File: src/hdl/tapr_pkg.sv
// Shared types and constants for the threshold alarm PWM ramp core.
// No dependencies.
`default_nettype none

package tapr_pkg;

  localparam int SAMPLE_W = 12;
  localparam int TEMP_LIMIT_W = 11;
  localparam int HUM_LIMIT_W = 10;
  localparam int INTERVAL_W = 10;
  localparam int HOLD_W = 16;
  localparam int INCR_W = 8;
  localparam int ELAPSED_W = 16;
  localparam int DUTY_OUT_W = 8;

  localparam int CFG_IDX_W = 3;
  localparam int CFG_DATA_W = 16;

  localparam int DUTY_MAX_DEF = 255;

  typedef logic signed [SAMPLE_W-1:0] sample_t;

  localparam sample_t TEMP_MIN = -12'sd400;
  localparam sample_t TEMP_MAX = 12'sd800;
  localparam sample_t HUM_MIN = 12'sd0;
  localparam sample_t HUM_MAX = 12'sd1000;

  localparam logic signed [TEMP_LIMIT_W-1:0] TEMP_LIMIT_RST = 11'sd300;
  localparam logic [HUM_LIMIT_W-1:0] HUM_LIMIT_RST = 10'd800;
  localparam logic [INTERVAL_W-1:0] INTERVAL_RST = 10'd50;
  localparam logic [HOLD_W-1:0] HOLD_RST = 16'd3000;
  localparam logic [INCR_W-1:0] INCR_RST = 8'd5;

  typedef enum logic [CFG_IDX_W-1:0] {
    CFG_TEMP_LIMIT = 3'd0,
    CFG_HUM_LIMIT  = 3'd1,
    CFG_INTERVAL   = 3'd2,
    CFG_HOLD       = 3'd3,
    CFG_INCR       = 3'd4
  } cfg_idx_t;

  typedef struct packed {
    logic    action;
    sample_t temperature;
    sample_t humidity;
  } req_word_t;

  typedef struct packed {
    logic [DUTY_OUT_W-1:0] duty;
    logic                  alarm_on;
    logic                  sample_ok;
    logic                  display_changed;
  } rsp_word_t;

endpackage

`default_nettype wire

File: src/hdl/tapr_req_if.sv
// Input channel: sample or tick words, valid/ready handshake.
// Depends on tapr_pkg.
`default_nettype none

interface tapr_req_if
  import tapr_pkg::*;
();
  logic    valid;
  logic    ready;
  logic    action;
  sample_t temperature;
  sample_t humidity;

  modport source (output valid, output action, output temperature, output humidity,
                  input ready);
  modport sink (input valid, input action, input temperature, input humidity,
                output ready);
endinterface

`default_nettype wire

File: src/hdl/tapr_rsp_if.sv
// Result channel: duty and status words, valid/ready handshake.
// Depends on tapr_pkg.
`default_nettype none

interface tapr_rsp_if
  import tapr_pkg::*;
();
  logic                  valid;
  logic                  ready;
  logic [DUTY_OUT_W-1:0] duty;
  logic                  alarm_on;
  logic                  sample_ok;
  logic                  display_changed;

  modport source (output valid, output duty, output alarm_on, output sample_ok,
                  output display_changed, input ready);
  modport sink (input valid, input duty, input alarm_on, input sample_ok,
                input display_changed, output ready);
endinterface

`default_nettype wire

File: src/hdl/threshold_alarm_pwm_ramp_core.sv
// Threshold alarm with PWM duty ramp, hold and switch-off.
// Throughput: one word per cycle while the result channel is not stalled; input register,
// one pass of compares and adds on the alarm state, then the result register.
// Reset (rst, synchronous): config registers to defaults, alarm idle, duty 0,
// previous sample 0, both pipeline registers empty.
// Depends on tapr_pkg, tapr_req_if, tapr_rsp_if.
`default_nettype none

module threshold_alarm_pwm_ramp_core
  import tapr_pkg::*;
#(
  parameter int DUTY_MAX = DUTY_MAX_DEF
) (
  input  wire logic                  clk,
  input  wire logic                  rst,
  tapr_req_if.sink                   req,
  tapr_rsp_if.source                 rsp,
  input  wire logic                  cfg_we,
  input  wire logic [CFG_IDX_W-1:0]  cfg_index,
  input  wire logic [CFG_DATA_W-1:0] cfg_data
);

  localparam int DUTY_W = $clog2(DUTY_MAX + 1);
  localparam int SUM_W = ((DUTY_W > INCR_W) ? DUTY_W : INCR_W) + 1;
  localparam logic [DUTY_W-1:0] DUTY_TOP = DUTY_W'(DUTY_MAX);
  localparam logic [SUM_W-1:0] DUTY_TOP_X = SUM_W'(DUTY_MAX);

  // config
  logic signed [TEMP_LIMIT_W-1:0] temp_limit;
  logic [HUM_LIMIT_W-1:0]         humidity_limit;
  logic [INTERVAL_W-1:0]          ramp_interval;
  logic [HOLD_W-1:0]              hold_time;
  logic [INCR_W-1:0]              duty_increment;

  always_ff @(posedge clk) begin
    if (rst) begin
      temp_limit     <= TEMP_LIMIT_RST;
      humidity_limit <= HUM_LIMIT_RST;
      ramp_interval  <= INTERVAL_RST;
      hold_time      <= HOLD_RST;
      duty_increment <= INCR_RST;
    end else if (cfg_we) begin
      case (cfg_idx_t'(cfg_index))
        CFG_TEMP_LIMIT: temp_limit     <= cfg_data[TEMP_LIMIT_W-1:0];
        CFG_HUM_LIMIT:  humidity_limit <= cfg_data[HUM_LIMIT_W-1:0];
        CFG_INTERVAL:   ramp_interval  <= cfg_data[INTERVAL_W-1:0];
        CFG_HOLD:       hold_time      <= cfg_data[HOLD_W-1:0];
        CFG_INCR:       duty_increment <= cfg_data[INCR_W-1:0];
        default: ;
      endcase
    end
  end

  // input register
  logic      in_valid;
  req_word_t in_word;
  logic      advance;

  assign advance   = in_valid && (!rsp.valid || rsp.ready);
  assign req.ready = !in_valid || advance;

  always_ff @(posedge clk) begin
    if (rst) begin
      in_valid <= 1'b0;
    end else if (req.ready) begin
      in_valid <= req.valid;
    end
  end

  always_ff @(posedge clk) begin
    if (req.valid && req.ready) begin
      in_word.action      <= req.action;
      in_word.temperature <= req.temperature;
      in_word.humidity    <= req.humidity;
    end
  end

  // alarm state
  logic                 active, active_next;
  logic                 holding, holding_next;
  logic [DUTY_W-1:0]    duty_level, duty_level_next;
  logic [ELAPSED_W-1:0] elapsed, elapsed_next;
  sample_t              prev_temperature, prev_temperature_next;
  sample_t              prev_humidity, prev_humidity_next;

  logic                 ok, changed, trigger;
  logic [ELAPSED_W-1:0] elapsed_inc;
  logic [SUM_W-1:0]     duty_sum;
  logic [SUM_W-1:0]     duty_wide;
  rsp_word_t            rsp_next;

  always_comb begin
    active_next           = active;
    holding_next          = holding;
    duty_level_next       = duty_level;
    elapsed_next          = elapsed;
    prev_temperature_next = prev_temperature;
    prev_humidity_next    = prev_humidity;

    ok = !in_word.action
         && (in_word.temperature >= TEMP_MIN) && (in_word.temperature <= TEMP_MAX)
         && (in_word.humidity >= HUM_MIN) && (in_word.humidity <= HUM_MAX);
    changed = ok && ((in_word.temperature != prev_temperature)
                     || (in_word.humidity != prev_humidity));
    // humidity is non-negative whenever ok is set
    trigger = ok && ((in_word.temperature > SAMPLE_W'(temp_limit))
                     || (in_word.humidity > $signed({2'b00, humidity_limit})));

    elapsed_inc = (elapsed == {ELAPSED_W{1'b1}}) ? elapsed : elapsed + 1'b1;
    duty_sum    = SUM_W'(duty_level) + SUM_W'(duty_increment);

    if (!in_word.action) begin
      if (changed) begin
        prev_temperature_next = in_word.temperature;
        prev_humidity_next    = in_word.humidity;
      end
      if (trigger) begin
        active_next     = 1'b1;
        holding_next    = 1'b0;
        duty_level_next = '0;
        elapsed_next    = '0;
      end
    end else if (active) begin
      if (!holding) begin
        if (duty_level < DUTY_TOP) begin
          if (elapsed_inc >= ELAPSED_W'(ramp_interval)) begin
            duty_level_next = (duty_sum > DUTY_TOP_X) ? DUTY_TOP : duty_sum[DUTY_W-1:0];
            elapsed_next    = '0;
          end else begin
            elapsed_next = elapsed_inc;
          end
        end else begin
          holding_next = 1'b1;
          elapsed_next = '0;
        end
      end else begin
        elapsed_next = elapsed_inc;
        if (elapsed_inc >= hold_time) begin
          active_next     = 1'b0;
          holding_next    = 1'b0;
          duty_level_next = '0;
        end
      end
    end

    duty_wide                = SUM_W'(duty_level_next);
    rsp_next.duty            = duty_wide[DUTY_OUT_W-1:0];
    rsp_next.alarm_on        = active_next;
    rsp_next.sample_ok       = ok;
    rsp_next.display_changed = changed;
  end

  always_ff @(posedge clk) begin
    if (rst) begin
      active           <= 1'b0;
      holding          <= 1'b0;
      duty_level       <= '0;
      elapsed          <= '0;
      prev_temperature <= '0;
      prev_humidity    <= '0;
    end else if (advance) begin
      active           <= active_next;
      holding          <= holding_next;
      duty_level       <= duty_level_next;
      elapsed          <= elapsed_next;
      prev_temperature <= prev_temperature_next;
      prev_humidity    <= prev_humidity_next;
    end
  end

  // result register
  always_ff @(posedge clk) begin
    if (rst) begin
      rsp.valid <= 1'b0;
    end else if (advance) begin
      rsp.valid <= 1'b1;
    end else if (rsp.ready) begin
      rsp.valid <= 1'b0;
    end
  end

  always_ff @(posedge clk) begin
    if (advance) begin
      rsp.duty            <= rsp_next.duty;
      rsp.alarm_on        <= rsp_next.alarm_on;
      rsp.sample_ok       <= rsp_next.sample_ok;
      rsp.display_changed <= rsp_next.display_changed;
    end
  end

endmodule

`default_nettype wire

File: src/flat_wrapper.sv
// flat-port wrapper written by rule: the top's interface ports become plain ports
module threshold_alarm_pwm_ramp_core_flat import tapr_pkg::*;
#(
  parameter int DUTY_MAX = DUTY_MAX_DEF
)
  (clk, rst, cfg_we, cfg_index, cfg_data, req_valid, req_action, req_temperature, req_humidity, req_ready, rsp_valid, rsp_duty, rsp_alarm_on, rsp_sample_ok, rsp_display_changed, rsp_ready);
  tapr_req_if req_i ();
  tapr_rsp_if rsp_i ();
  input  wire logic clk;
  input  wire logic rst;
  input  wire logic cfg_we;
  input  wire logic [CFG_IDX_W-1:0] cfg_index;
  input  wire logic [CFG_DATA_W-1:0] cfg_data;
  input wire logic [$bits(req_i.valid)-1:0] req_valid;
  input wire logic [$bits(req_i.action)-1:0] req_action;
  input wire logic [$bits(req_i.temperature)-1:0] req_temperature;
  input wire logic [$bits(req_i.humidity)-1:0] req_humidity;
  output wire logic [$bits(req_i.ready)-1:0] req_ready;
  output wire logic [$bits(rsp_i.valid)-1:0] rsp_valid;
  output wire logic [$bits(rsp_i.duty)-1:0] rsp_duty;
  output wire logic [$bits(rsp_i.alarm_on)-1:0] rsp_alarm_on;
  output wire logic [$bits(rsp_i.sample_ok)-1:0] rsp_sample_ok;
  output wire logic [$bits(rsp_i.display_changed)-1:0] rsp_display_changed;
  input wire logic [$bits(rsp_i.ready)-1:0] rsp_ready;
  assign req_i.valid = req_valid;
  assign req_i.action = req_action;
  assign req_i.temperature = req_temperature;
  assign req_i.humidity = req_humidity;
  assign req_ready = req_i.ready;
  assign rsp_valid = rsp_i.valid;
  assign rsp_duty = rsp_i.duty;
  assign rsp_alarm_on = rsp_i.alarm_on;
  assign rsp_sample_ok = rsp_i.sample_ok;
  assign rsp_display_changed = rsp_i.display_changed;
  assign rsp_i.ready = rsp_ready;
  threshold_alarm_pwm_ramp_core #(.DUTY_MAX(DUTY_MAX)) u_core (.clk(clk), .rst(rst), .req(req_i), .rsp(rsp_i), .cfg_we(cfg_we), .cfg_index(cfg_index), .cfg_data(cfg_data));
endmodule
File: config.mk
export PLATFORM = sky130hd
export DESIGN_NAME = threshold_alarm_pwm_ramp_core_flat
export DESIGN_NICKNAME = d
export VERILOG_FILES = /design/src/hdl/tapr_pkg.sv /design/src/hdl/tapr_req_if.sv /design/src/hdl/tapr_rsp_if.sv /design/src/hdl/threshold_alarm_pwm_ramp_core.sv /design/src/flat_wrapper.sv
export SDC_FILE = /design/constraint.sdc
export NUM_CORES = 1
export LEC_CHECK = 0
export ABC_AREA = 1
export BUFFER_PORTS_ARGS = -buffer_cell sky130_fd_sc_hd__buf_2
export CAP_MARGIN = 20
export CORE_AREA = 4 4 149 93
export CTS_BUF_LIST = sky130_fd_sc_hd__clkbuf_4
export DETAILED_ROUTE_END_ITERATION = 10
export DIE_AREA = 0 0 153 97
export MAX_ROUTING_LAYER = met4
export PLACE_DENSITY_LB_ADDON = 0.1
export SLEW_MARGIN = 20
export SYNTH_ARGS = -nofsm -noshare
export SYNTH_HDL_FRONTEND = slang
export SYNTH_SLANG_ARGS = --single-unit
File: constraint.sdc
create_clock -name clk -period 3.95 [get_ports clk]
set_input_delay 0 -clock clk [delete_from_list [all_inputs] [get_ports clk]]
set_output_delay 0 -clock clk [all_outputs]
set_load 0.1 [all_outputs]
==> results_dict.tcl, run 1 <==
set metrics [dict create \
    die_area_um2 14800 \
    worst_ep_arrival_time_ns 4.01 \
    crit_fanout 16 \
    skew_ns 0.0221 \
    ctsLongestPathBuffers 2 \
    tns_ns 0 \
    met2_usage_pct 36.2 \
    crit_buf_inv 3 \
    diodes 0 \
    cpPeakStageDelay_ns 0.40 \
    core_area_um2 12600 \
    final_core_util_pct 71.3 \
    die_w_um 153 \
    numCtsBuffers 17 \
    grt_max_degree 61 \
    min_from "req_humidity[6]" \
    hold_viol 0 \
    busiest_layer "met1" \
    syn_area_per_cell_um2 7.62 \
    reg2reg_from "u_core.elapsed[1]$_SDFFE_PP0P_" \
    status "completed" \
    powerDensity_nw_per_um2 337 \
    synth_top_area_share_pct 28.1 \
    clock_sinks 143 \
    synthTopCellsByArea "dfxtp_1 (28%), edfxtp_1 (14%), nand2_1 (11%)" \
    fin_crit_sh_pct 89.5 \
    p_switching_uw 942 \
    cp_num_cells 21 \
    critPathTopFamily "simple AND/OR/NAND/NOR gates" \
    area_growth_pct 17.7 \
    grt_usage_pct 27.6 \
    portBuffers 61 \
    rows 32 \
    p_leak_nw 4.06 \
    swShare_pct 31.2 \
    grt_pass1_vias 6298 \
    drive_gt1_share_pct 11.0 \
    setup-violations-final 0 \
    via_count 6970 \
    die_height_um 97 \
    yosysSeqAreaShare_pct 42.3 \
    yosys_warnings 0 \
    power_mw 3.02 \
    drtPass1Iterations 5 \
    start_kind "register" \
    antenna_found_initial 0 \
    p_clk_share_pct 30.9 \
    synth.net_count 1107 \
    drv_cap 0 \
    critPathMostFrequentCell "nand2_1" \
    p_seq_share_pct 53.4 \
    htree_num_levels 4 \
    min_path_cells 2 \
    routed_via_density 5.35 \
    routedWlPerCell_um 15.1 \
    cp.required_ns 4.43 \
    met3_usage_pct 5.19 \
    synth-seq-cells 143 \
    cp_slowest_cell "dfxtp_1" \
    worstMarginPinSlew_ns 1.00 \
    place_congestion 0.935 \
    cts_root_buf "clkbuf_4" \
    final_max_slew_viol_count 0 \
    clkSlewWorstSetupHoldPaths_ns 0.14 \
    initial_utilization_pct 60.6 \
    period_needed_ns 3.54 \
    syn_area_um2 7620 \
    drc 0 \
    synth_top_cell_by_area "dfxtp_1" \
    dp_hpwl_um 13900 \
    power.internal_mw 2.08 \
    crit_type "reg2reg" \
    postRouteWirelength_um 19600 \
    end_kind "register" \
    combPwrFrac_pct 15.6 \
    min_path_type "in2reg" \
    rsz0062_at_grt "no" \
    io_pins 62 \
    worstSkewPairLatency_ns 0.57 \
    cts_tree "done" \
    grtUsageMet1_pct 42.5 \
    synth_cells 1000 \
    grt_pass1_wl_um 32100 \
    ff2ff_path_depth 21 \
    synth_cell_type_count 39 \
    overflow 0 \
    nNetsFinal 1228 \
    slew-limit-headroom_pct 33.1 \
    worstPathCellList "ha_1 -> inv_1 -> nor2_2 -> nand3_1 -> inv_1 -> nand2_2 -> inv_1 -> nor3_1 -> a21oi_1 -> ha_1 -> a21oi_1 -> nand2_1 -> nand2_1 -> nand2_1 -> nand2_1 -> nand2_1 -> nand2_1 -> nand4_4 -> a21oi_4 -> nand2_1 -> a21oi_1" \
    ir_drop_mv 0.210 \
    fmax_mhz 283 \
    drt_iter0_markers 660 \
    crit_start "u_core.elapsed[1]$_SDFFE_PP0P_" \
    ant_nets 0 \
]
[routing by layer]
layer	vias to the layer above	wire length (um)	part of all wire, %
met1	3121	10100	52
met2	280	7580	39
met4	0	247	1.3
met3	25	1680	8.5
li1	3544	-	-
met5	-	0	0
[placed cells by master, fill, tap and decap left out, types with 6 or more instances in the layout]
| master | synthesis | routed |
|---|---|---|
| xor2_1 | 7 | 7 |
| buf_2 | 3 | 61 |
| nand2_2 | 5 | 6 |
| nand3_1 | 41 | 41 |
| dlygate4sd3_1 | 0 | 63 |
| o21ai_0 | 90 | 90 |
| edfxtp_1 | 36 | 36 |
| o211ai_1 | 11 | 11 |
| clkbuf_4 | 0 | 19 |
| nor3_1 | 13 | 13 |
| nor2_2 | 6 | 6 |
| dfxtp_1 | 107 | 107 |
| nand4_1 | 13 | 13 |
| xnor2_1 | 18 | 18 |
| ha_1 | 57 | 57 |
| nor2_1 | 98 | 98 |
| inv_1 | 121 | 120 |
| nand2_1 | 217 | 216 |
| a21oi_1 | 103 | 103 |
[per-stage QoR]
stage	std cells	hold WS (ns)	setup slack (ns)	area, um2
2_1_floorplan	1000	0.0989	0.989	7620
3_3_place_gp	1209	0.176	0.459	8060
3_5_place_dp	1209	0.178	0.452	8060
4_1_cts	1304	0.0953	0.407	8960
5_1_grt	1304	0.104	0.0912	8960
6_report	1304	0.131	0.415	8960
[worst register-to-register path, stage by stage, from the launching register on]
cell	delay, ns
dfxtp_1	0.40
ha_1	0.23
inv_1	0.07
nor2_2	0.19
nand3_1	0.13
inv_1	0.09
nand2_2	0.19
inv_1	0.14
nor3_1	0.07
a21oi_1	0.25
ha_1	0.31
a21oi_1	0.15
nand2_1	0.07
nand2_1	0.05
nand2_1	0.07
nand2_1	0.06
nand2_1	0.06
nand2_1	0.16
nand4_4	0.13
a21oi_4	0.35
nand2_1	0.11
a21oi_1	0.17
[Yosys cell counts, drive strengths merged]
library cell,number
a22oi,1
nand4,14
xor2,7
o211ai,11
edfxtp,36
nor2,107
buf,5
ha,57
or2,6
nor3,13
o21ai,91
a211oi,1
nand3,43
a21o,1
fa,1
inv,124
o21a,1
o21bai,2
clkinv,3
nand2,222
nor4,1
clkbuf,20
dfxtp,107
xnor2,18
a31oi,2
a21oi,105
nand3b,1
[power by group through the flow]
stage | Clock (mW) | Sequential [mW] | Combinational (mW)
floorplan | 0 | 1.68 | 0.253
global placement | 0 | 1.64 | 0.409
detailed placement | 0 | 1.64 | 0.415
CTS | 0.944 | 1.61 | 0.464
global route | 1.01 | 1.62 | 0.527
finish | 0.932 | 1.61 | 0.472
[cell families (layout without fill, tap and decap cells)]
family,Yosys count,in the layout,synth area share (%)
buf+inv,152,286,7.59
compound gates,215,215,14.9
flops,143,143,42.3
fa+ha+maj,58,58,9.62
xor+xnor,25,25,2.87
simple gates,407,407,22.7
[final cells by class]
cell class	count	area, um2
clock inverters	13	130
flip-flops and latches	143	3220
clock buffers	19	143
well taps	170	213
multi-input cells	705	3820
inverters	127	477
fillers	1025	3610
repair buffers	127	958
[registers in the layout, indices dropped and copies added (netlist names), 8 cells and up]
name,cells
u_core.prev_temperature,12
u_core.humidity_limit,10
u_core.prev_humidity,12
u_core.rsp.duty,8
u_core.elapsed,16
u_core.duty_increment,8
u_core.duty_level,8
u_core.temp_limit,11
u_core.in_word,25
u_core.ramp_interval,10
u_core.hold_time,16
[worst paths after layout]
check	to	slack [ns]
hold / removal	u_core.in_word[6]$_DFFE_PP_	0.13
hold reg to reg	u_core.prev_humidity[11]$_SDFFE_PP0P_	0.46
setup / recovery	u_core.elapsed[11]$_SDFFE_PP0P_	0.41
setup reg to reg	u_core.elapsed[11]$_SDFFE_PP0P_	0.41
[what timing repair did]
action	in CTS	in global routing
buffers inserted	0	0
hold endpoints to repair	86	0
hold buffers	63	0
gates resized for setup	0	1
setup endpoints to repair	0	15
Note: power is estimated with default switching activity, not from simulation.
==> inputs of run 2 (changes only) <==
--- a/config.mk
+++ b/config.mk
@@ -6,7 +6,7 @@
 export NUM_CORES = 1
 export LEC_CHECK = 0
 export ABC_AREA = 1
-export BUFFER_PORTS_ARGS = -buffer_cell sky130_fd_sc_hd__buf_2
+export BUFFER_PORTS_ARGS = -buffer_cell sky130_fd_sc_hd__buf_4
 export CAP_MARGIN = 20
 export CORE_AREA = 4 4 149 93
 export CTS_BUF_LIST = sky130_fd_sc_hd__clkbuf_4
==> run 2 against run 1 <==
Net effect: cell area rose by 2.1%; sequential share of layout area fell by 0.75 points; worst hold slack improved by 0.020 ns; global-route usage rose by 0.13 points; flip-flop and latch count did not move; register-to-register slack got worse by 0.06 ns; wire length rose by 0.35%; cell count barely moved; sequential power barely moved; die area did not move; combinational power rose by 4%.
==> results_dict.tcl, run 2 (synthesized netlist as in run 1, its figures left out) <==
set metrics [dict create \
    status "completed" \
    drv_cap 0 \
    grt_usage_pct 27.7 \
    clock_sinks 143 \
    cts_tree "done" \
    grt_pass1_vias 6318 \
    largestRegisters "u_core.in_word (25), u_core.elapsed (16), u_core.hold_time (16)" \
    nFillCells 1013 \
    die_height_um 97 \
    diodes 0 \
    via_count 6975 \
    final_max_slew_viol_count 0 \
    dp_hpwl_um 14200 \
    period_needed_ns 3.59 \
    crit_start "u_core.elapsed[1]$_SDFFE_PP0P_" \
    ant_nets 0 \
    worstSkewPairLatency_ns 0.56 \
    slew-limit-headroom_pct 31.3 \
    place_congestion 0.938 \
    crit_fanout 16 \
    cts_setup_buffers 0 \
    fin_crit_sh_pct 91.0 \
    htree_num_levels 4 \
    cp.required_ns 4.27 \
    skew_ns 0.0357 \
    place_ws_ns 0.388 \
    portBuffers 61 \
    nNetsFinal 1227 \
    postRouteWirelength_um 19700 \
    tns_ns 0 \
    largest_reg_flops 25 \
    drtPass1Iterations 5 \
    overflow 0 \
    grt_max_degree 61 \
    rsz0062_at_grt "no" \
    setup-violations-final 0 \
    numCtsBuffers 17 \
    p_leak_nw 4.14 \
    routed_via_density 5.35 \
    grt_pass1_wl_um 32400 \
    crit_type "reg2reg" \
    initial_utilization_pct 60.6 \
    powerDensity_nw_per_um2 345 \
    io_pins 62 \
    worstMarginPinSlew_ns 1.03 \
    fmax_mhz 278 \
    antenna_found_initial 0 \
    start_kind "register" \
    min_from "req_humidity[2]" \
    cts_root_buf "clkbuf_4" \
    die_area_um2 14800 \
    final_common_cell "nand2_1" \
    routedWlPerCell_um 15.1 \
    drt_iter0_markers 611 \
    final_cell_mix "nand2_1 (216), inv_1 (120), dfxtp_1 (107), a21oi_1 (103), nor2_1 (98)" \
    reg2reg_from "u_core.elapsed[1]$_SDFFE_PP0P_" \
    end_kind "register" \
    worst_ep_arrival_time_ns 3.91 \
    min_path_type "in2reg" \
    die_w_um 153 \
    regMostFlops "u_core.in_word" \
    drc 0 \
    rows 32 \
    ctsLongestPathBuffers 2 \
    ir_drop_mv 0.190 \
    area_growth_pct 20.2 \
    setup_slack_ns 0.356 \
    hold_viol 0 \
    core_area_um2 12600 \
    drive_gt1_share_pct 11.0 \
    hold_ws_ns 0.151 \
    clkSlewWorstSetupHoldPaths_ns 0.16 \
]
-- run 2: cell types whose count changed in the layout (fill, tap and decap cells not counted), sizes merged --
cell         before  now
inv             129  134
bufinv            1    2
clkbuf           19   17
clkinvlp          4    0
dlygate4sd3      63   62
-- run 2: critical path, stage by stage, from the launching register on --
cell and delay (ns):
dfxtp_1 0.40, ha_1 0.23, inv_1 0.07, nor2_2 0.18, nand3_1 0.13, inv_1 0.09, nand2_2 0.20, inv_1 0.14
nor3_1 0.07, a21oi_1 0.22, ha_1 0.20, nand2_1 0.07, o21ai_0 0.47, a21o_1 0.19, nand2_1 0.05, nand3_1 0.07
nand2_1 0.06, nand2_1 0.09, inv_1 0.13, nand2_1 0.11, nand2_1 0.05, nand2_1 0.08, inv_1 0.05
-- run 2: stage by stage --
| stage | util (%) | total power [mW] | std cells | cell area (um2) |
|---|---|---|---|---|
| floorplan | - | 1.93 | 1000 | 7620 |
| global placement | 65.3 | 2.07 | 1209 | 8210 |
| detailed placement | 65.3 | 2.08 | 1209 | 8210 |
| CTS | 72.8 | 3.15 | 1303 | 9150 |
| global route | 72.8 | 3.29 | 1303 | 9160 |
| finish | 72.8 | 3.15 | 1303 | 9160 |
-- run 2: final cells by class --
cell class	count	area (um2)	area share [%]
Inverter	127	477	5.21
Clock inverter	15	194	2.12
Timing Repair Buffer	126	1100	12.0
Multi-Input combinational cell	705	3820	41.7
Sequential cell	143	3220	35.2
Tap cell	170	213	2.32
Clock buffer	17	128	1.39
-- run 2: timing repair --
item,4_1_cts,5_1_grt
resized for setup,0,1
hold buffers,62,0
hold endpoints to repair,86,0
setup endpoints to repair,0,16
-- run 2: power breakdown --
group / leakage [nW] / total [mW] / switching (mW) / internal (mW)
logic: 2.75 / 0.491 / 0.300 / 0.191
registers: 1.22 / 1.61 / 0.0503 / 1.56
clock network: 0.175 / 1.05 / 0.636 / 0.414
-- run 2: final timing paths --
| kind | cells past startpoint | slack [ns] | to |
|---|---|---|---|
| worst max-delay path | 22 | 0.36 | u_core.rsp.duty[3]$_DFFE_PP_ |
| worst min-delay path | 2 | 0.15 | u_core.in_word[2]$_DFFE_PP_ |
| worst max register to register | 22 | 0.36 | u_core.rsp.duty[3]$_DFFE_PP_ |
| worst min register to register | 2 | 0.47 | u_core.prev_humidity[11]$_SDFFE_PP0P_ |
-- run 2: metal layers --
layer | part of all wire (%) | vias to the layer above | GRT usage (%)
met1 | 51 | 3168 | 42.9
met2 | 39 | 260 | 37.6
li1 | - | 3534 | -
met3 | 8.6 | 13 | 5.19
met4 | 0.61 | 0 | 5.13
met5 | 0 | - | -
